### src/hdl/covs_pkg.sv
// shared types, constants and piece selector table for the outflux volume split
`timescale 1ns / 1ps

package covs_pkg;

    localparam int NUM_PIECES = 26;
    localparam int NUM_FACES  = 6;
    localparam int LEN_W      = 34;
    localparam int OFF_W      = 32;
    localparam int VOL_W      = 48;
    localparam int ACC_W      = 64;
    localparam int ADDR_W     = 4;
    localparam int FIRST_CORNER = 18;

    localparam logic [4:0] LAST_PIECE = 5'(NUM_PIECES - 1);

    // per-axis selector codes
    localparam logic [1:0] SEL_REM  = 2'd0;
    localparam logic [1:0] SEL_HIGH = 2'd1;
    localparam logic [1:0] SEL_LOW  = 2'd2;

    // register indexes
    localparam logic [1:0] REG_TIME_STEP = 2'd0;
    localparam logic [1:0] REG_SIZE_X    = 2'd1;
    localparam logic [1:0] REG_SIZE_Y    = 2'd2;
    localparam logic [1:0] REG_SIZE_Z    = 2'd3;

    localparam logic [30:0] SIZE_RESET = 31'd65536;

    typedef struct packed {
        logic [31:0] time_step;
        logic [30:0] size_x;
        logic [30:0] size_y;
        logic [30:0] size_z;
    } t_cfg;

    // one classified cell, as handed from front to back
    typedef struct packed {
        logic [2:0][2:0][LEN_W-1:0] len;
        logic [2:0][2:0][OFF_W-1:0] off;
    } t_cell_entry;

    typedef struct packed {
        logic full;
        logic empty;
    } t_q_stat;

    // selector per axis {x, y, z} for each piece
    function automatic logic [5:0] piece_sel(input logic [4:0] k);
        logic [5:0] s;
        case (k)
            5'd0:  s = {SEL_REM,  SEL_HIGH, SEL_REM };
            5'd1:  s = {SEL_REM,  SEL_LOW,  SEL_REM };
            5'd2:  s = {SEL_HIGH, SEL_REM,  SEL_REM };
            5'd3:  s = {SEL_LOW,  SEL_REM,  SEL_REM };
            5'd4:  s = {SEL_REM,  SEL_REM,  SEL_HIGH};
            5'd5:  s = {SEL_REM,  SEL_REM,  SEL_LOW };
            5'd6:  s = {SEL_HIGH, SEL_HIGH, SEL_REM };
            5'd7:  s = {SEL_REM,  SEL_HIGH, SEL_HIGH};
            5'd8:  s = {SEL_LOW,  SEL_HIGH, SEL_REM };
            5'd9:  s = {SEL_REM,  SEL_HIGH, SEL_LOW };
            5'd10: s = {SEL_HIGH, SEL_LOW,  SEL_REM };
            5'd11: s = {SEL_REM,  SEL_LOW,  SEL_HIGH};
            5'd12: s = {SEL_LOW,  SEL_LOW,  SEL_REM };
            5'd13: s = {SEL_REM,  SEL_LOW,  SEL_LOW };
            5'd14: s = {SEL_HIGH, SEL_REM,  SEL_LOW };
            5'd15: s = {SEL_HIGH, SEL_REM,  SEL_HIGH};
            5'd16: s = {SEL_LOW,  SEL_REM,  SEL_LOW };
            5'd17: s = {SEL_LOW,  SEL_REM,  SEL_HIGH};
            5'd18: s = {SEL_HIGH, SEL_HIGH, SEL_LOW };
            5'd19: s = {SEL_HIGH, SEL_HIGH, SEL_HIGH};
            5'd20: s = {SEL_LOW,  SEL_HIGH, SEL_LOW };
            5'd21: s = {SEL_LOW,  SEL_HIGH, SEL_HIGH};
            5'd22: s = {SEL_HIGH, SEL_LOW,  SEL_LOW };
            5'd23: s = {SEL_HIGH, SEL_LOW,  SEL_HIGH};
            5'd24: s = {SEL_LOW,  SEL_LOW,  SEL_LOW };
            5'd25: s = {SEL_LOW,  SEL_LOW,  SEL_HIGH};
            default: s = {SEL_REM, SEL_REM, SEL_REM};
        endcase
        return s;
    endfunction

endpackage

### src/hdl/covs_queue.sv
// two-entry queue between front and back
`timescale 1ns / 1ps

module covs_queue
    import covs_pkg::*;
(
    input  logic        i_clk,
    input  logic        i_rst_n,
    input  logic        i_push,
    input  t_cell_entry i_data,
    input  logic        i_pop,
    output t_cell_entry o_head,
    output t_q_stat     o_stat
);

    t_cell_entry r_mem [2];
    logic        r_wr_ptr, r_rd_ptr;
    logic [1:0]  r_count;

    // pointers and fill count
    always_ff @(posedge i_clk) begin
        if (!i_rst_n) begin
            r_wr_ptr <= 1'b0;
            r_rd_ptr <= 1'b0;
            r_count  <= 2'd0;
        end else begin
            if (i_push) begin
                r_wr_ptr <= ~r_wr_ptr;
            end
            if (i_pop) begin
                r_rd_ptr <= ~r_rd_ptr;
            end
            r_count <= r_count + 2'(i_push) - 2'(i_pop);
        end
    end

    // storage
    always_ff @(posedge i_clk) begin
        if (i_push) begin
            r_mem[r_wr_ptr] <= i_data;
        end
    end

    assign o_head       = r_mem[r_rd_ptr];
    assign o_stat.full  = (r_count == 2'd2);
    assign o_stat.empty = (r_count == 2'd0);

endmodule

### config.mk
export PLATFORM = sky130hd
export DESIGN_NAME = covs_queue
export DESIGN_NICKNAME = d
export VERILOG_FILES = /design/src/hdl/covs_pkg.sv /design/src/hdl/covs_queue.sv
export SDC_FILE = /design/constraint.sdc
export NUM_CORES = 1
export LEC_CHECK = 0
export BUFFER_PORTS_ARGS = -buffer_cell sky130_fd_sc_hd__buf_4
export CAP_MARGIN = 10
export CORE_AREA = 2 2 458 460
export DETAILED_ROUTE_END_ITERATION = 10
export DIE_AREA = 0 0 460 462
export SYNTH_ARGS = -nofsm -noshare
export SYNTH_HDL_FRONTEND = slang
export SYNTH_SLANG_ARGS = --single-unit
### constraint.sdc
create_clock -name i_clk -period 48.8 [get_ports i_clk]
set_input_delay 0 -clock i_clk [delete_from_list [all_inputs] [get_ports i_clk]]
set_output_delay 0 -clock i_clk [all_outputs]
set_load 0.05 [all_outputs]
==> reports/qor.yml <==
yosys:
  netlist_area_mm2: 0.04334
  yosysTopAreaCell: "edfxtp_1"
  synth_nets: 2469
  postSynthCellCount: 1869
  synth_warnings: 0
  avgSynthCellArea_um2: 23.19
  synth_area_leaders: "edfxtp_1 82%, mux2_2 15%, buf_6 1.4%, clkbuf_8 0.32%, dfxtp_1 0.23%"
  synth-seq-cells: 1193
  synth_top_cell_area_share_pct: 82.32
  yosysSeqAreaShare_pct: 82.55
  synth_cell_types: 14
drt:
  dr.pass1.iters: 4
  final_antenna_net_count: 0
  drt-total-wl_um: 159300
  viasPerCell: 3.940
  routedWlPerCell_um: 22.18
  drc: 0
  vias: 28295
  drt_iter0_drc: 1726
clocking:
  clock_sinks: 1193
  tritoncts: "done"
  clock-root-buffer: "clkbuf_16"
  numCtsBuffers: 136
  clock_path_buffers: 3
  path_clk_slew_ns: 0.06
  h-tree-depth: 4
  clkLatencyLatePin_ns: 0.79
  post_cts_buffers: 0
placed_design:
  placement.io_buffers: 1193
  dp_hpwl_um: 112500
  gp_congestion: 0.8509
  pre_cts_slack_ns: 43.80
worst_setup_path:
  arrival_ns: 5.80
  cp_max_fo: 72
  required_ns: 48.80
  critPathCaptureType: "primary output"
  crit_path_start_kind: "register"
  crit_type: "register to primary output"
cells_and_area:
  utilization_pct: 34.29
  layout_common_cells: "1223 x buf_4, 1188 x edfxtp_1, 1157 x dlygate4sd3_1"
  syn2layout_area_growth_pct: 64.67
  final_nets: 4921
  seq_area_mm2: 0.03578
  multi_input_area_mm2: 0.006817
  fill_cells: 19605
  drive_above_1_share_pct: 45.68
  final_common_cell: "buf_4"
timing:
  hold_viol: 0
  setup_viol: 0
  fin_crit_sh_pct: 11.88
  period_needed_ns: 5.796
  relSlewSlack_pct: 14.74
  rsz0062_at_grt: "false"
  worst_pin_slew_ns: 1.279
  skew_ns: 0.02005
  final.setup.worst_slack_ns: 43.00
  maxSlewViolCount: 0
  finalSetupTns_ns: 0
  fmax_mhz: 172.5
floorplan:
  core_mm2: 0.2081
  io_pins: 1194
  die_w_um: 460
  dieArea_mm2: 0.2125
  initial_utilization_pct: 20.83
  core.rowCount: 168
  die_y_um: 462
power_and_ir_drop:
  ir_worst_vdd_mv: 0.03331
  leakagePower_nw: 26.40
  p_per_area_mw_per_mm2: 38.90
worst_hold_path:
  worstHoldPathType: "primary input to register"
grt:
  overflow: 0
  grt_max_degree: 88
  grt_pass1_vias: 29767
  grt_util_all_layers_pct: 14.18
  grt_pass1_wl_um: 214400
  antenna_found_initial: 98
run_status:
  status: "finished clean"
run:
  drv_cap: 0
-- what timing repair did --
action	CTS	global route
gates resized for setup	0	0
hold buffers	1157	0
hold endpoints to repair	1288	0
-- registers in the layout, summed over array words and instances, names as in the netlist, named ones only --
| register | count |
|---|---|
| r_rd_ptr | 1 |
| r_mem | 1188 |
| r_count | 2 |
| r_wr_ptr | 1 |
-- Yosys cell counts (all sizes together) --
| cell type | number |
|---|---|
| dfxtp | 5 |
| buf | 56 |
| ha | 2 |
| xnor3 | 1 |
| and2 | 4 |
| nor2 | 1 |
| nor2b | 4 |
| clkbuf | 10 |
| inv | 2 |
| o21a | 1 |
| mux2 | 594 |
| edfxtp | 1188 |
| xor2 | 1 |
-- metal layers --
metal	share of wire, %	GRT usage (%)	vias up	routed length (µm)
met1	38	16.09	14122	61080
met4	2.9	4.636	84	4696
met5	0.35	0	-	552
met2	48	23.86	1263	76960
li1	-	-	12486	-
met3	10	6.140	340	15990
-- per-stage QoR --
stage	hold slack [ns]	power (W)	area [µm²]	std cells
6_report	0.05484	0.002776	71360	7182
3_3_place_gp	0.1845	0.001679	55190	5746
4_1_cts	0.0005639	0.002811	71280	7149
3_5_place_dp	0.1873	0.001683	55190	5746
5_1_grt	0.01203	0.002873	71320	7165
2_1_floorplan	0.09887	0.001551	43340	1869
-- cell families (layout without fill, tap and decap cells) --
logic type | Yosys count | after routing | share of synthesized area [%]
AOI/OAI and AO/OA | 1 | 1 | 0.01733
xor gates and xnor gates | 2 | 2 | 0.07218
adders and majority gates | 2 | 2 | 0.05773
buffers and inverters | 68 | 2628 | 1.747
DFF | 1193 | 1193 | 82.55
muxes | 594 | 594 | 15.43
other | 0 | 33 | 0
and+or+nand+nor | 9 | 9 | 0.1241
-- area by class of cell --
cell class,count,share of cell area [%]
flip-flops and latches,1193,50.14
repair buffers,2380,29.09
multi-input cells,608,9.552
clock buffers,164,5.035
well taps,2720,4.769
clock inverters,82,1.289
diodes,33,0.1157
inverters,2,0.01052
-- worst paths after layout --
| kind | start | to | slack [ns] | cells past startpoint |
|---|---|---|---|---|
| setup / recovery | register | o_head[307] | 43.00 | 6 |
| hold / removal | i_data[221] | r_mem[1][221]$_DFFE_PP_ | 0.05 | 2 |
| setup reg to reg | r_wr_ptr$_SDFFE_PN0P_ | r_mem[1][323]$_DFFE_PP_ | 44.48 | 5 |
| hold reg to reg | r_rd_ptr$_SDFFE_PN0P_ | register | 0.59 | 2 |
-- power by group --
part / internal [W] / switching [W] / total (W) / leakage (nW)
Clock: 0.000601 / 0.000435 / 0.00104 / 2.20
Combinational: 0.000209 / 0.000330 / 0.000539 / 13.0
Sequential: 0.00119 / 0.0000142 / 0.00120 / 11.2
-- critical path: stages, from the launching register on --
cell,delay [ns]
dfxtp_4,1.02
buf_4,0.77
buf_4,0.88
buf_4,0.77
buf_4,0.63
mux2_2,0.43
buf_4,0.20
Note: power is estimated with default switching activity, not from simulation.
